`config.mk`:
```
export PLATFORM = sky130hd
export DESIGN_NAME = integer_to_decimal_ascii
export DESIGN_NICKNAME = d
export VERILOG_FILES = /design/src/rtl/i2da_pkg.sv /design/src/rtl/i2da_datapath.sv /design/src/rtl/i2da_ctrl.sv /design/src/rtl/integer_to_decimal_ascii.sv
export VERILOG_INCLUDE_DIRS = /design/src /design/src/rtl
export SDC_FILE = /design/constraint.sdc
export NUM_CORES = 1
export LEC_CHECK = 0
export BUFFER_PORTS_ARGS = -buffer_cell sky130_fd_sc_hd__buf_2
export CORE_UTILIZATION = 40
export CTS_BUF_LIST = sky130_fd_sc_hd__clkbuf_8
export DETAILED_ROUTE_END_ITERATION = 7
export GPL_TIMING_DRIVEN = 0
export PLACE_DENSITY = 0.63
export SLEW_MARGIN = 20
export SYNTH_ARGS = -nofsm -noshare
export SYNTH_HDL_FRONTEND = slang
export SYNTH_SLANG_ARGS = --single-unit
export TNS_END_PERCENT = 100
```
`constraint.sdc`:
```
create_clock -name clock -period 3 [get_ports clock]
set_input_delay 0.15 -clock clock [delete_from_list [all_inputs] [get_ports clock]]
set_output_delay 0.15 -clock clock [all_outputs]
set_load 0.02 [all_outputs]
```
`src/rtl/integer_to_decimal_ascii_macros.svh`:
```
// ----------------------------------------------------------------------------
// Assertion macros for the integer to decimal ASCII converter
// ----------------------------------------------------------------------------
`ifndef INTEGER_TO_DECIMAL_ASCII_MACROS_SVH
`define INTEGER_TO_DECIMAL_ASCII_MACROS_SVH

`ifndef NO_ASSERTIONS

// Same-cycle implication, disabled during reset
`define I2DA_ASSERT_IMPLIES(label, clk, rst, ante, cons) \
   label: assert property (@(posedge clk) disable iff (rst) (ante) |-> (cons)) \
      else $error("assertion failed");

// Next-cycle implication, disabled during reset
`define I2DA_ASSERT_NEXT(label, clk, rst, ante, cons) \
   label: assert property (@(posedge clk) disable iff (rst) (ante) |=> (cons)) \
      else $error("assertion failed");

`else

`define I2DA_ASSERT_IMPLIES(label, clk, rst, ante, cons)
`define I2DA_ASSERT_NEXT(label, clk, rst, ante, cons)

`endif

`endif

```
`src/rtl/i2da_pkg.sv`:
```
// ----------------------------------------------------------------------------
// i2da_pkg
// Shared types and constants of the integer to decimal ASCII converter.
// ----------------------------------------------------------------------------
`default_nettype none

package i2da_pkg;

   // Input field width and widest supported value width
   localparam int IN_BITS        = 32;
   localparam int MAX_BITS       = 64;
   localparam int VALUE_BITS_DEF = 32;

   // ASCII codes
   localparam logic [7:0] CHAR_ZERO  = 8'h30;
   localparam logic [7:0] CHAR_MINUS = 8'h2D;

   // Input item
   typedef struct packed {
      logic [IN_BITS-1:0] value;
      logic               is_signed;
   } req_type;

   // Result item: one character
   typedef struct packed {
      logic [7:0] text_char;
      logic       last;
   } rsp_type;

   // Controller to datapath
   typedef struct packed {
      logic load;
      logic step;
      logic shift_digit;
      logic show_sign;
   } cmd_type;

   // Datapath to controller
   typedef struct packed {
      logic last_bit;
      logic top_zero;
      logic one_left;
      logic neg;
   } status_type;

endpackage

`default_nettype wire

```
`src/rtl/i2da_datapath.sv`:
```
// ----------------------------------------------------------------------------
// i2da_datapath
// Magnitude register, double-dabble BCD register, bit and digit counters,
// and the character formatting of the result item.
// ----------------------------------------------------------------------------
`default_nettype none
`include "integer_to_decimal_ascii_macros.svh"

module i2da_datapath #(
   parameter int VALUE_BITS = i2da_pkg::VALUE_BITS_DEF
) (
   input  wire logic                 clock,
   input  wire logic                 reset,
   input  wire i2da_pkg::req_type    req_data,
   input  wire i2da_pkg::cmd_type    cmd,
   output i2da_pkg::status_type      status,
   output i2da_pkg::rsp_type         rsp_data
);
   import i2da_pkg::*;

   // Decimal digits of the largest unsigned value: floor(VB*log10(2)) + 1
   localparam int DIGITS   = (VALUE_BITS * 1233) / 4096 + 1;
   localparam int BCD_BITS = DIGITS * 4;
   localparam int DCW      = $clog2(DIGITS + 1);
   localparam int BCW      = $clog2(VALUE_BITS + 1);

   logic [VALUE_BITS-1:0] mag_ff, mag_in;
   logic [BCD_BITS-1:0]   bcd_ff, bcd_in;
   logic [BCW-1:0]        bit_cnt_ff, bit_cnt_in;
   logic [DCW-1:0]        digits_left_ff, digits_left_in;
   logic                  neg_ff, neg_in;

   logic [MAX_BITS-1:0]   value_wide;
   logic [VALUE_BITS-1:0] value_v;
   logic                  value_neg;
   logic [BCD_BITS-1:0]   bcd_adj;
   logic [3:0]            top_digit;

   // Operand: masked or zero-extended to VALUE_BITS, magnitude taken if negative
   assign value_wide = {{(MAX_BITS-IN_BITS){1'b0}}, req_data.value};
   assign value_v    = value_wide[VALUE_BITS-1:0];
   assign value_neg  = req_data.is_signed & value_v[VALUE_BITS-1];

   // Add 3 to each digit of 5 or more before the shift
   always_comb begin
      for (int i = 0; i < DIGITS; i++) begin
         if (bcd_ff[i*4 +: 4] >= 4'd5) begin
            bcd_adj[i*4 +: 4] = bcd_ff[i*4 +: 4] + 4'd3;
         end else begin
            bcd_adj[i*4 +: 4] = bcd_ff[i*4 +: 4];
         end
      end
   end

   assign top_digit = bcd_ff[BCD_BITS-1 -: 4];

   // Next values of the datapath registers
   always_comb begin
      mag_in         = mag_ff;
      bcd_in         = bcd_ff;
      bit_cnt_in     = bit_cnt_ff;
      digits_left_in = digits_left_ff;
      neg_in         = neg_ff;
      if (cmd.load) begin
         mag_in         = value_neg ? (~value_v + {{(VALUE_BITS-1){1'b0}}, 1'b1})
                                    : value_v;
         bcd_in         = '0;
         bit_cnt_in     = BCW'(VALUE_BITS);
         digits_left_in = DCW'(DIGITS);
         neg_in         = value_neg;
      end else if (cmd.step) begin
         bcd_in     = {bcd_adj[BCD_BITS-2:0], mag_ff[VALUE_BITS-1]};
         mag_in     = {mag_ff[VALUE_BITS-2:0], 1'b0};
         bit_cnt_in = bit_cnt_ff - BCW'(1);
      end else if (cmd.shift_digit) begin
         bcd_in         = {bcd_ff[BCD_BITS-5:0], 4'd0};
         digits_left_in = digits_left_ff - DCW'(1);
      end
   end

   always_ff @(posedge clock) begin
      mag_ff         <= mag_in;
      bcd_ff         <= bcd_in;
      bit_cnt_ff     <= bit_cnt_in;
      digits_left_ff <= digits_left_in;
      neg_ff         <= neg_in;
   end

   // Status to the controller
   assign status.last_bit = (bit_cnt_ff == BCW'(1));
   assign status.top_zero = (top_digit == 4'd0);
   assign status.one_left = (digits_left_ff == DCW'(1));
   assign status.neg      = neg_ff;

   // Result item: minus sign or the top digit in ASCII
   assign rsp_data.text_char = cmd.show_sign ? CHAR_MINUS : (CHAR_ZERO | {4'd0, top_digit});
   assign rsp_data.last      = ~cmd.show_sign & status.one_left;

   // After the final shift every magnitude bit has moved into the BCD register
   `I2DA_ASSERT_NEXT(a_mag_drained, clock, reset, cmd.step && status.last_bit, mag_ff == '0)
   // Digits leaving the register are always decimal
   `I2DA_ASSERT_IMPLIES(a_digit_decimal, clock, reset, cmd.shift_digit, top_digit <= 4'd9)
   // Load and conversion never overlap with a digit shift
   `I2DA_ASSERT_IMPLIES(a_cmd_exclusive, clock, reset, cmd.load || cmd.step, !cmd.shift_digit)

endmodule

`default_nettype wire

```
`src/rtl/i2da_ctrl.sv`:
```
// ----------------------------------------------------------------------------
// i2da_ctrl
// Sequencer: accept, convert, drop leading zeros, emit sign and digits.
// ----------------------------------------------------------------------------
`default_nettype none
`include "integer_to_decimal_ascii_macros.svh"

module i2da_ctrl (
   input  wire logic                  clock,
   input  wire logic                  reset,
   input  wire logic                  req_valid,
   output logic                       req_stall,
   output logic                       rsp_valid,
   input  wire logic                  rsp_stall,
   input  wire i2da_pkg::status_type  status,
   output i2da_pkg::cmd_type          cmd
);
   import i2da_pkg::*;

   typedef enum logic [2:0] {
      ST_IDLE,
      ST_CONVERT,
      ST_TRIM,
      ST_SIGN,
      ST_EMIT
   } state_type;

   state_type state_ff, state_in;
   logic      rsp_valid_ff, rsp_valid_in;
   logic      show_sign_ff, show_sign_in;

   // Next state, registered outputs and commands
   always_comb begin
      state_in        = state_ff;
      rsp_valid_in    = rsp_valid_ff;
      show_sign_in    = show_sign_ff;
      cmd             = '0;
      cmd.show_sign   = show_sign_ff;
      unique case (state_ff)
         ST_IDLE: begin
            if (req_valid) begin
               cmd.load = 1'b1;
               state_in = ST_CONVERT;
            end
         end
         ST_CONVERT: begin
            cmd.step = 1'b1;
            if (status.last_bit) begin
               state_in = ST_TRIM;
            end
         end
         ST_TRIM: begin
            // Skip leading zeros, keeping at least one digit
            if (status.top_zero && !status.one_left) begin
               cmd.shift_digit = 1'b1;
            end else begin
               state_in     = status.neg ? ST_SIGN : ST_EMIT;
               rsp_valid_in = 1'b1;
               show_sign_in = status.neg;
            end
         end
         ST_SIGN: begin
            if (!rsp_stall) begin
               state_in     = ST_EMIT;
               show_sign_in = 1'b0;
            end
         end
         ST_EMIT: begin
            if (!rsp_stall) begin
               if (status.one_left) begin
                  state_in     = ST_IDLE;
                  rsp_valid_in = 1'b0;
               end else begin
                  cmd.shift_digit = 1'b1;
               end
            end
         end
         default: begin
            state_in     = ST_IDLE;
            rsp_valid_in = 1'b0;
            show_sign_in = 1'b0;
         end
      endcase
   end

   always_ff @(posedge clock) begin
      if (reset) begin
         state_ff     <= ST_IDLE;
         rsp_valid_ff <= 1'b0;
         show_sign_ff <= 1'b0;
      end else begin
         state_ff     <= state_in;
         rsp_valid_ff <= rsp_valid_in;
         show_sign_ff <= show_sign_in;
      end
   end

   assign req_stall = (state_ff != ST_IDLE);
   assign rsp_valid = rsp_valid_ff;

   // An accepted item starts conversion, not output
   `I2DA_ASSERT_NEXT(a_accept_converts, clock, reset, req_valid && !req_stall, !rsp_valid_ff)
   // No new item is taken while characters are pending
   `I2DA_ASSERT_IMPLIES(a_busy_while_out, clock, reset, rsp_valid_ff, req_stall)
   // A minus sign is followed by a digit, never by the end of the item
   `I2DA_ASSERT_NEXT(a_sign_then_digit, clock, reset,
      rsp_valid_ff && show_sign_ff && !rsp_stall, rsp_valid_ff && !show_sign_ff)

endmodule

`default_nettype wire

```
`src/rtl/integer_to_decimal_ascii.sv`:
```
// ----------------------------------------------------------------------------
// integer_to_decimal_ascii
// Converts a binary number, signed or unsigned, to its decimal ASCII text.
// ----------------------------------------------------------------------------
// One item at a time. After an item is accepted the magnitude is shifted
// through a double-dabble BCD register, one bit per cycle, leading zero
// digits are then dropped one per cycle, and the characters follow one per
// cycle while the output is not stalled: a '-' for a negative signed value,
// then the digits, the last marked. The input is stalled until the final
// character of the current item has been taken.
`default_nettype none

module integer_to_decimal_ascii #(
   parameter int VALUE_BITS = i2da_pkg::VALUE_BITS_DEF
) (
   input  wire logic              clock,
   input  wire logic              reset,
   input  wire logic              req_valid,
   output logic                   req_stall,
   input  wire i2da_pkg::req_type req_data,
   output logic                   rsp_valid,
   input  wire logic              rsp_stall,
   output i2da_pkg::rsp_type      rsp_data
);
   import i2da_pkg::*;

   cmd_type    cmd;
   status_type status;

   i2da_ctrl u_ctrl (
      .clock     (clock),
      .reset     (reset),
      .req_valid (req_valid),
      .req_stall (req_stall),
      .rsp_valid (rsp_valid),
      .rsp_stall (rsp_stall),
      .status    (status),
      .cmd       (cmd)
   );

   i2da_datapath #(
      .VALUE_BITS (VALUE_BITS)
   ) u_datapath (
      .clock    (clock),
      .reset    (reset),
      .req_data (req_data),
      .cmd      (cmd),
      .status   (status),
      .rsp_data (rsp_data)
   );

endmodule

`default_nettype wire

```
; ---- Yosys cells after proc, flatten, opt, wreduce, memory -nomap -nowiden
; Cells that the tools add are included.
[op_classes]
reduce_logical = 13
mux = 38
eq_ne = 12
add_sub_neg = 13
bitwise_logic = 7
order_cmp = 10
[ops]
columns = operator, n
row1 = $mux W32, 3
row2 = $mux W40, 2
row3 = $ge A4 B3 Y1 const B, 10
row4 = $add A4 B2 Y4 const B, 9
row5 = $mux W4, 9
row6 = $add A32 B1 Y32 const B, 1
row7 = $not A32 Y32, 1
row8 = $mux W3, 8
row9 = $pmux W3 S5, 1
row10 = $mux W1, 11
row11 = $ne A2 B2 Y1 const B, 5
row12 = $eq A3 B2 Y1 const B, 2
row13 = $eq A6 B1 Y1 const B, 1
row14 = $pmux W1 S3, 2
row15 = $reduce_and A6 Y1, 1
row16 = $reduce_or A3 Y1, 2
row17 = $sub A6 B1 Y6 const B, 1
row18 = $mux W5, 1
row19 = $eq A4 B1 Y1 const B, 1
row20 = $logic_not A4 Y1, 1
row21 = $not A1 Y1, 4
row22 = $reduce_and A4 Y1, 1
row23 = $reduce_bool A2 Y1, 2
row24 = $sub A4 B1 Y4 const B, 1
row25 = 12 further kinds, 13
[word_totals]
ff_bits = 88
out_inout_bits = 11
elab_cells = 101

; ---- Depth between registers and ports, before layout
; Gate-level depths: netlist of run 1.
[depth]
depth_word = 7
depth_mapped = 9
ltp_nobuf = 7

; ---- Cells and area by module
; Synthesis of run 1 repeated with hierarchy kept, for this count alone.
[hier_totals]
hier_cells = 656
area_unflattened_um2 = 5561.6
[modules_own_cells]
columns = module, cells_each, instances, area_each_um2
row1 = i2da_datapath, 605, 1, 5167.5
row2 = i2da_ctrl, 51, 1, 394.1

; ---- Worst setup path after synthesis of run 1
; Ideal clock, no wire load.
[synth_timing]
path_type = register to register
from = register u_ctrl.state_ff[1]
to = register u_datapath.bcd_ff[38]
setup_slack_ps = 453
t_required_ps = 2878
synth_period_minus_slack_ps = 2547
arrival_time_ps = 2426
setup_time_ps = 122
stages_incl_launch_ff = 8
n_path_buf = 2
path_cell_list = dfxtp_1 -> clkbuf_1 -> nor3_1 -> nand2_1 -> clkbuf_1 -> nand2_1 -> nor2_1 -> a221o_1
[synth_via]
elab_chain_len = 3
elab_cells_between_ends = 9
cone_classes = eq/ne: 3 / mux: 4 / reduce/logical: 2
[synth_lines]
columns = item, line
row1 = from (decl), i2da_ctrl.sv:28  ; state_type state_ff, state_in;
row2 = from (signal assigned), i2da_ctrl.sv:92  ; state_ff <= state_in;
row3 = $eq A3 B3 Y1 (tied with other cells), i2da_ctrl.sv:39  ; unique case (state_ff)
row4 = $pmux W1 S2 or $mux W1 (tied branches), i2da_ctrl.sv:39
row5 = $reduce_bool A2 Y1 (no line) or $mux W40 (tied branches), -
row6 = to (signal assigned), i2da_datapath.sv:83  ; bcd_ff <= bcd_in;
row7 = to (decl), i2da_datapath.sv:28  ; logic [BCD_BITS-1:0] bcd_ff, bcd_in;
; Parallel ways exist; a longest one is shown, timed or not.
; A chain may end at the register's enable or synchronous reset.

; ---- Final worst setup path of run 1
[layout_timing]
from = register u_datapath.bcd_ff[36]
to = register u_datapath.bcd_ff[5]
[layout_via]
elab_chain_len = 5
[layout_lines]
columns = item, line
row1 = $logic_not A4 Y1, i2da_datapath.sv:91  ; assign status.top_zero = (top_digit == 4'd0);
row2 = $logic_and A1 B1 Y1, i2da_ctrl.sv:54  ; if (status.top_zero && !status.one_left) begin
row3 = $mux W1, i2da_ctrl.sv:54
row4 = $pmux W1 S2, i2da_ctrl.sv:39
row5 = $reduce_bool A2 Y1 (no line), -
; Every way passes these cells.

==> results of run 1 <==
## per-layer routing
metal  vias up  wire length [um]  track usage [%]
li1       2318                 -                -
met1      2156              5730             24.6
met2       114              6040             33.9
met3        21               566             5.03
met4         0               196             6.75
met5         -                 0                0
## area by class of cell
type,count,share of cell area [%]
buffer,32,2.25
clock buffer,9,2.08
clock inverter,7,1.97
inverter,34,2.14
multi-input combinational,469,48.9
sequential,88,35.1
tap,172,3.61
timing repair buffer,45,3.87
## worst paths after layout
check	start	end	slack, ps	cells after the start
max	u_datapath.bcd_ff[36]	u_datapath.bcd_ff[5]	250	9
max reg2reg	u_datapath.bcd_ff[36]	u_datapath.bcd_ff[5]	250	9
min reg2reg	u_datapath.bcd_ff[37]	u_datapath.bcd_ff[37]	480	2
min	req_valid	u_ctrl.state_ff[1]	120	4
## power by group
group,switching (uW),internal (uW)
combinational,1130,436
clock,463,556
sequential,152,1710
## state kept, by name, summed over array words and instances, names as in the netlist
| name | flops |
|---|---|
| u_ctrl.rsp_valid | 1 |
| u_ctrl.show_sign_ff | 1 |
| u_ctrl.state_ff | 3 |
| u_datapath.bcd_ff | 40 |
| u_datapath.bit_cnt_ff | 6 |
| u_datapath.digits_left_ff | 4 |
| u_datapath.mag_ff | 32 |
| u_datapath.neg_ff | 1 |
## layout by cell type, fill, tap and decap left out, types with 2 or more instances in the layout
| cell type | n |
|---|---|
| nor2b_1 | 4 |
| a221oi_1 | 10 |
| clkinv_2 | 2 |
| mux2i_1 | 3 |
| or2_2 | 2 |
| a31oi_1 | 4 |
| buf_2 | 45 |
| ha_1 | 26 |
| nand3_1 | 7 |
| clkbuf_1 | 26 |
| a22oi_1 | 17 |
| a221o_1 | 9 |
| edfxtp_1 | 33 |
| nor3_1 | 7 |
| conb_1 | 3 |
| inv_6 | 2 |
| inv_1 | 33 |
| dfxtp_1 | 55 |
| o31ai_1 | 8 |
| or4_1 | 7 |
| clkbuf_8 | 9 |
| nor2_1 | 53 |
| a21o_1 | 10 |
| xor2_1 | 20 |
| o41ai_1 | 5 |
| o21ai_0 | 57 |
| a21oi_1 | 39 |
| buf_4 | 3 |
| nand2_1 | 93 |
| xnor2_1 | 25 |
| bufinv_16 | 3 |
| a211oi_1 | 11 |
| o211ai_1 | 3 |
| nor4_1 | 6 |
| nand2b_1 | 19 |
## timing repair
action	4_1_cts	5_1_grt
hold buffers	1	0
hold endpoints to repair	4	0
resized for setup	2	2
pin swaps	0	0
setup endpoints to repair	9	19
## critical path, delay by kind of cell (launching register included)
family | cells | cell delay [ps]
buffers and inverters | 3 | 960
AO/OA/AOI/OAI | 3 | 620
AND/OR/NAND/NOR | 2 | 600
adder cells (fa/ha/maj) | 1 | 160
flip-flops | 1 | 340
## per-stage QoR
step / total power [uW] / util [%]
floorplan: 2890 / -
global placement: 3380 / 44.7
detailed placement: 3440 / 44.7
CTS: 4470 / 46.7
global route: 4770 / 46.8
finish: 4440 / 46.8
## cells by family after synthesis
kind of cell,Yosys count,synth area share (%)
adders and majority gates,26,6.20
other,2,0.143
xor gates and xnor gates,45,7.51
AOI/OAI and AO/OA,180,22.1
muxes,3,0.572
and+or+nand+nor,212,18.6
buffers and inverters,66,4.98
DFF,88,39.9
==> run metrics, run 1 <==
status completed; top cell type's share of synthesized area 21.0%; ant diodes 0; total length of routed wires 12,500 um; total clock sinks 88; sequential element share of the synthesized area 39.9%; Initial Util 41.2%; core area 12,700 sq um; Post-synth top flop dfxtp_1; Fillers 1,282; Cells after Synth 622; area grow syn2layout 13.5%; CP Capture Type flop; endpoints failing hold 0; synthesized area per cell 8.43 sq um; post-place setup slack -248 ps; Worst Path Arrival 3060 ps; RSZ-0062 raised after global routing false; Worst Path Required 3310 ps; crit path cell chain inv_1 -> ha_1 -> nor4b_1 -> a22o_1 -> and2_1 -> buf_2 -> buf_1 -> a22oi_1 -> a21oi_1; f_max 364 MHz; Slowest-stage cell, CP buf_1; Post-route DRC 0; Clock Path Buffers 2; post-route setup slack 253 ps; VDD IR max 0.435 mV; CP max FO 10; number of detailed-route iterations in the first pass 5; drt wl/cell 14.6 um; crit path time final 2750 ps; die area 13,600 sq um; CTS tree yes; final setup fails 0; I/O pin total 48; placed instance area 5690 sq um; Syn Std Cell Area 5250 sq um; yosys warns 0; total grt overflow 0; worst min path class in -> reg; Startpoint Class flop; multi-input logic area 2920 sq um; most common cell in the synthesized netlist nand2_1; RePlAce Congestion 0.874; clk_lat worst skew 390 ps; pin count of the biggest net entering global routing 34; skew final 8.17 ps; period utilisation layout 91.6%; layout cells sized above 1 11.3%; Reg area 2090 sq um; design area 5960 sq um; H-tree depth 3; Final ANT Viol Nets 0; Initial DRC Count 228; chip height 117 um; vias in the first global route 4,295; max_cap viols 0; post-route setup TNS 0 ps; Crit path largest cell delay 510 ps; Max Slew Vio Count 0; pwr dens 746 nW/um^2; post-DP HPWL 9010 um; Crit Path Class reg -> reg; Num CTS Buffers 9; Synth async-reset ratio 0%; Yosys reg bits 88; Root Buffer clkbuf_8; EDFF count, synth 33; Post-Layout Cell Count 856; Cells after DPL 839; Area contributors post-synth dfxtp_1 21%, edfxtp_1 19%, nand2_1 6.7%, ha_1 6.2%, o21ai_0 5.4%; Leakage Power 0.00225 uW; vias per inst 5.38; worst slew pin tran 862 ps; global-route wire length before repair 20,800 um; IO buf count 44; clk slew on worst S/H paths 90 ps; routed via count 4,609; # Post-CTS Setup Buffers 0; initial antenna violation count 0; largest area contributor in the netlist dfxtp_1; hold_ws 121 ps; Die Width 117 um; Nets 742; GRT Total Usage 20.0%; Yosys cell types 52; max_slew headroom 42.3%; site row count 41; Synth top cells by count 94 x nand2_1, 57 x o21ai_0, 55 x dfxtp_1
Power figures use the tool's default switching activity.
==> run 2, diff against run 1 <==
Settings changed: TNS_END_PERCENT 100 to 50.
Clock period 3 ns to 3.3 ns, I/O delays scaled along.
==> run metrics, run 2 (synthesized netlist as in run 1, its figures left out) <==
status completed; Initial Util 41.2%; die area 13,600 sq um; Cells after DPL 839; I/O pin total 48; R2R setup slack 350 ps; Num CTS Buffers 9; Leakage Power 0.00224 uW; Worst Path Arrival 3280 ps; endpoints failing hold 0; pwr dens 677 nW/um^2; chip height 117 um; Startpoint Class flop; Post-route DRC 0; VDD IR max 0.396 mV; vias per inst 5.40; site row count 41; Initial DRC Count 201; worst min path class in -> reg; CP dominant cell by count clkbuf_1; CTS tree yes; crit path time final 2950 ps; Crit path largest cell delay 650 ps; final setup fails 0; Post-Layout Cell Count 856; Fillers 1,282; FF-to-FF path depth 7; kind of cell adding the most delay to the critical path simple AND/OR/NAND/NOR gates; Largest regs u_datapath.bcd_ff (40), u_datapath.mag_ff (32), u_datapath.bit_cnt_ff (6); GRT Total Usage 20.0%; Max Slew Vio Count 0; post-DP HPWL 9010 um; Final ANT Viol Nets 0; area grow syn2layout 13.3%; Clock Path Buffers 2; routed via count 4,622; critical path launch point u_ctrl.state_ff[2]; IO buf count 44; ant diodes 0; Worst Setup EP u_datapath.bcd_ff[30]; Die Width 117 um; path length in cells of the critical path 7; Root Buffer clkbuf_8; drt wl/cell 14.6 um; total length of routed wires 12,500 um; initial antenna violation count 0; RePlAce Congestion 0.874; RSZ-0062 raised after global routing false; total clock sinks 88; f_max 339 MHz; max_slew headroom 42.6%; period utilisation layout 89.5%; Slowest-stage cell, CP nor2_2; core area 12,700 sq um; skew final 9.79 ps; layout cells sized above 1 11.1%; Critical path buffers and inverters 2; Nets 742; crit path cell chain clkbuf_1 -> nor3_1 -> nand2_1 -> clkbuf_1 -> nand2_2 -> nor2_2 -> a221o_1; post-route setup slack 347 ps; Crit Path Class reg -> reg; total grt overflow 0; max_cap viols 0; global-route wire length before repair 20,800 um; H-tree depth 3; vias in the first global route 4,297; clk slew on worst S/H paths 100 ps; commonest cells after routing, fill and taps aside 93 x nand2_1, 57 x o21ai_0, 55 x dfxtp_1, 53 x nor2_1, 45 x buf_2; Worst Path Required 3630 ps; clk_lat worst skew 390 ps; number of detailed-route iterations in the first pass 4; most common cell after layout, fill and taps aside nand2_1; max FFs per register 40; Worst R2R End u_datapath.bcd_ff[30]; CP max FO 33; largest reg by FF count u_datapath.bcd_ff; CP Capture Type flop; r2r startpoint u_ctrl.state_ff[2]; pin count of the biggest net entering global routing 34; post-place setup slack 52.1 ps; worst slew pin tran 861 ps
run 2: cell counts in the layout (fill, tap and decap cells not counted):
No cell type changed its count.
run 2: routing by layer:
| layer | global-route usage (%) | vias up | routed length (um) |
|---|---|---|---|
| li1 | - | 2319 | - |
| met1 | 24.6 | 2163 | 5710 |
| met2 | 33.9 | 120 | 6030 |
| met3 | 5.03 | 20 | 612 |
| met4 | 6.75 | 0 | 186 |
| met5 | 0 | - | 0 |
run 2: what timing repair did:
item                       in CTS  in global routing
setup endpoints to repair       0                  9
hold endpoints to repair        4                  0
resized for setup               0                  1
hold buffers                    1                  0
setup buffers                   0                  0
run 2: how the worst min path moves through the flow:
stage                startpoint               endpoint  slack [ps]  depth (start not counted)
detailed placement        reset     u_ctrl.state_ff[2]         400                          2
CTS                   req_valid     u_ctrl.state_ff[1]         120                          4
floorplan                 reset     u_ctrl.state_ff[2]         230                          1
global route        req_data[0]  u_datapath.mag_ff[31]         120                          2
finish                req_valid     u_ctrl.state_ff[1]         130                          4
global placement          reset     u_ctrl.state_ff[2]         400                          2
run 2: power by group:
| group | internal, uW | switching [uW] |
|---|---|---|
| Combinational | 388 | 1010 |
| Clock | 505 | 420 |
| Sequential | 1560 | 138 |
| Total | 2450 | 1570 |
run 2: area by class of cell:
type | count | area, sq um | share of cell area (%)
inverters | 34 | 128 | 2.15
multi-input cells | 469 | 2900 | 48.8
clock inverters | 7 | 118 | 1.98
repair buffers | 45 | 230 | 3.87
plain buffers | 32 | 134 | 2.25
clock buffers | 9 | 124 | 2.08
flip-flops and latches | 88 | 2090 | 35.2
well taps | 172 | 215 | 3.62
run 2: worst reg2reg max path, stage by stage, from the launching register on:
cell      delay [ps]
dfxtp_1          340
clkbuf_1         340
nor3_1           150
nand2_1          150
clkbuf_1         420
nand2_2          590
nor2_2           660
a221o_1          250
run 2: metrics by stage:
step	setup TNS, ps	cell area, sq um	hold slack [ps]	power (uW)	utilization (%)
after floorplan	0	5250	234	2630	-
after global placement	-2360	5690	402	3080	44.7
after detailed placement	0	5690	403	3130	44.7
after CTS	0	5940	116	4050	46.7
after global routing	0	5940	121	4320	46.7
final	0	5940	133	4020	46.7
==> run 3, diff against run 2 <==
Settings changed: CELL_PAD_IN_SITES_DETAIL_PLACEMENT set to 1, CELL_PAD_IN_SITES_GLOBAL_PLACEMENT set to 1, CORE_MARGIN set to 2, PLACE_DENSITY 0.63 to 0.78.
==> run metrics, run 3 (synthesized netlist as in run 1, its figures left out) <==
status completed; Clock Path Buffers 2; r2r startpoint u_ctrl.state_ff[1]; GRT met1 Usage 25.0%; pwr dens 658 nW/um^2; R2R setup slack 400 ps; critical path launch point u_ctrl.state_ff[1]; H-tree depth 3; largest reg by FF count u_datapath.bcd_ff; crit path time final 2900 ps; post-route setup slack 404 ps; max FFs per register 40; max_cap viols 0; routed via count 4,722; area grow syn2layout 12.1%; drt wl/cell 16.9 um; Leakage Power 0.00221 uW; period utilisation layout 87.8%; endpoints failing hold 0; I/O pin total 48; Fillers 1,582; number of detailed-route iterations in the first pass 4; Crit Path Class reg -> reg; f_max 345 MHz; layout cells sized above 1 11.1%; final setup fails 0; site row count 41; clk_lat worst skew 390 ps; GRT Total Usage 21.4%; die area 14,000 sq um; Startpoint Class flop; Most Crowded Layer GR met2; worst min path class in -> reg; Worst Path Arrival 3230 ps; chip height 119 um; initial antenna violation count 0; Nets 742; post-route setup TNS 0 ps; Worst Setup EP u_datapath.bcd_ff[18]; total clock sinks 88; CP Capture Type flop; Largest regs u_datapath.bcd_ff (40), u_datapath.mag_ff (32), u_datapath.bit_cnt_ff (6); most common cell after layout, fill and taps aside nand2_1; Finished Core Util 46.2%; max_slew headroom 40.3%; FF-to-FF path depth 7; Final ANT Viol Nets 0; VDD IR max 0.423 mV; ant diodes 0; Initial DRC Count 150; Power, Total 3870 uW; GR Util met2 38.9%; worst slew pin tran 896 ps; global-route wire length before repair 24,100 um; Die Width 119 um; IO buf count 44; clk slew on worst S/H paths 100 ps; RePlAce Congestion 0.847; core area 12,700 sq um; vias in the first global route 4,876; total length of routed wires 14,400 um; post-DP HPWL 10,700 um; Worst R2R End u_datapath.bcd_ff[18]; RSZ-0062 raised after global routing false; skew final 10.8 ps; pin count of the biggest net entering global routing 34; Root Buffer clkbuf_8; Num CTS Buffers 9; Initial Util 41.2%; met3 usage 4.30%; post-place setup slack 78.0 ps; Post-route DRC 0; total grt overflow 0; Worst Path Required 3630 ps; commonest cells after routing, fill and taps aside 93 x nand2_1, 57 x o21ai_0, 55 x dfxtp_1, 53 x nor2_1, 45 x buf_2; vias per inst 5.52; CP max FO 33; Max Slew Vio Count 0; CTS tree yes
==> run 3: where the power goes <==
group | leakage [uW] | internal [uW] | switching (uW)
clock | 0.0000945 | 282 | 432
sequential | 0.000769 | 1560 | 144
combinational | 0.00135 | 389 | 1060
total | 0.00221 | 2230 | 1640
==> run 3: stage by stage <==
stage / instance area, sq um / cells / hold WS, ps
3_5_place_dp: 5690 / 839 / 411
4_1_cts: 5880 / 856 / 117
2_1_floorplan: 5250 / 623 / 234
5_1_grt: 5880 / 856 / 126
6_report: 5880 / 856 / 142
3_3_place_gp: 5690 / 839 / 402
==> run 3: worst max-delay path, stage by stage, from the launching register on <==
cell	delay (ps)
dfxtp_1	350
clkbuf_1	330
nor3_1	150
nand2_1	140
clkbuf_1	390
nand2_2	590
nor2_2	640
a221o_1	240
==> run 3: cell type report <==
cell class	instances	area, sq um	area share, %
multi-input combinational	469	2900	49.4
sequential	88	2090	35.6
timing repair buffer	45	230	3.92
tap	172	215	3.66
buffer	32	134	2.28
inverter	34	128	2.17
clock buffer	9	124	2.11
clock inverter	7	55.1	0.936
==> run 3: repair_timing <==
item | CTS | global route
setup endpoints to repair | 0 | 9
setup buffers | 0 | 0
gates resized for setup | 0 | 1
hold buffers | 1 | 0
endpoints found under the hold margin | 2 | 0
==> run 3: worst min-delay path by stage <==
stage	depth (start not counted)	slack, ps	startpoint	endpoint
6_report	2	140	req_data[0]	u_datapath.mag_ff[31]
5_1_grt	2	130	req_data[0]	u_datapath.mag_ff[31]
4_1_cts	2	120	req_data[0]	u_datapath.mag_ff[31]
3_5_place_dp	2	410	reset	u_ctrl.rsp_valid
3_3_place_gp	2	400	reset	u_ctrl.show_sign_ff
2_1_floorplan	1	230	reset	u_ctrl.state_ff[2]
==> run 3: metal layers <==
metal  vias up  routed length [um]
met5         -                   0
met4         0                 260
met3        24                 464
met2        76                7470
met1      2301                6230
li1       2321                   -
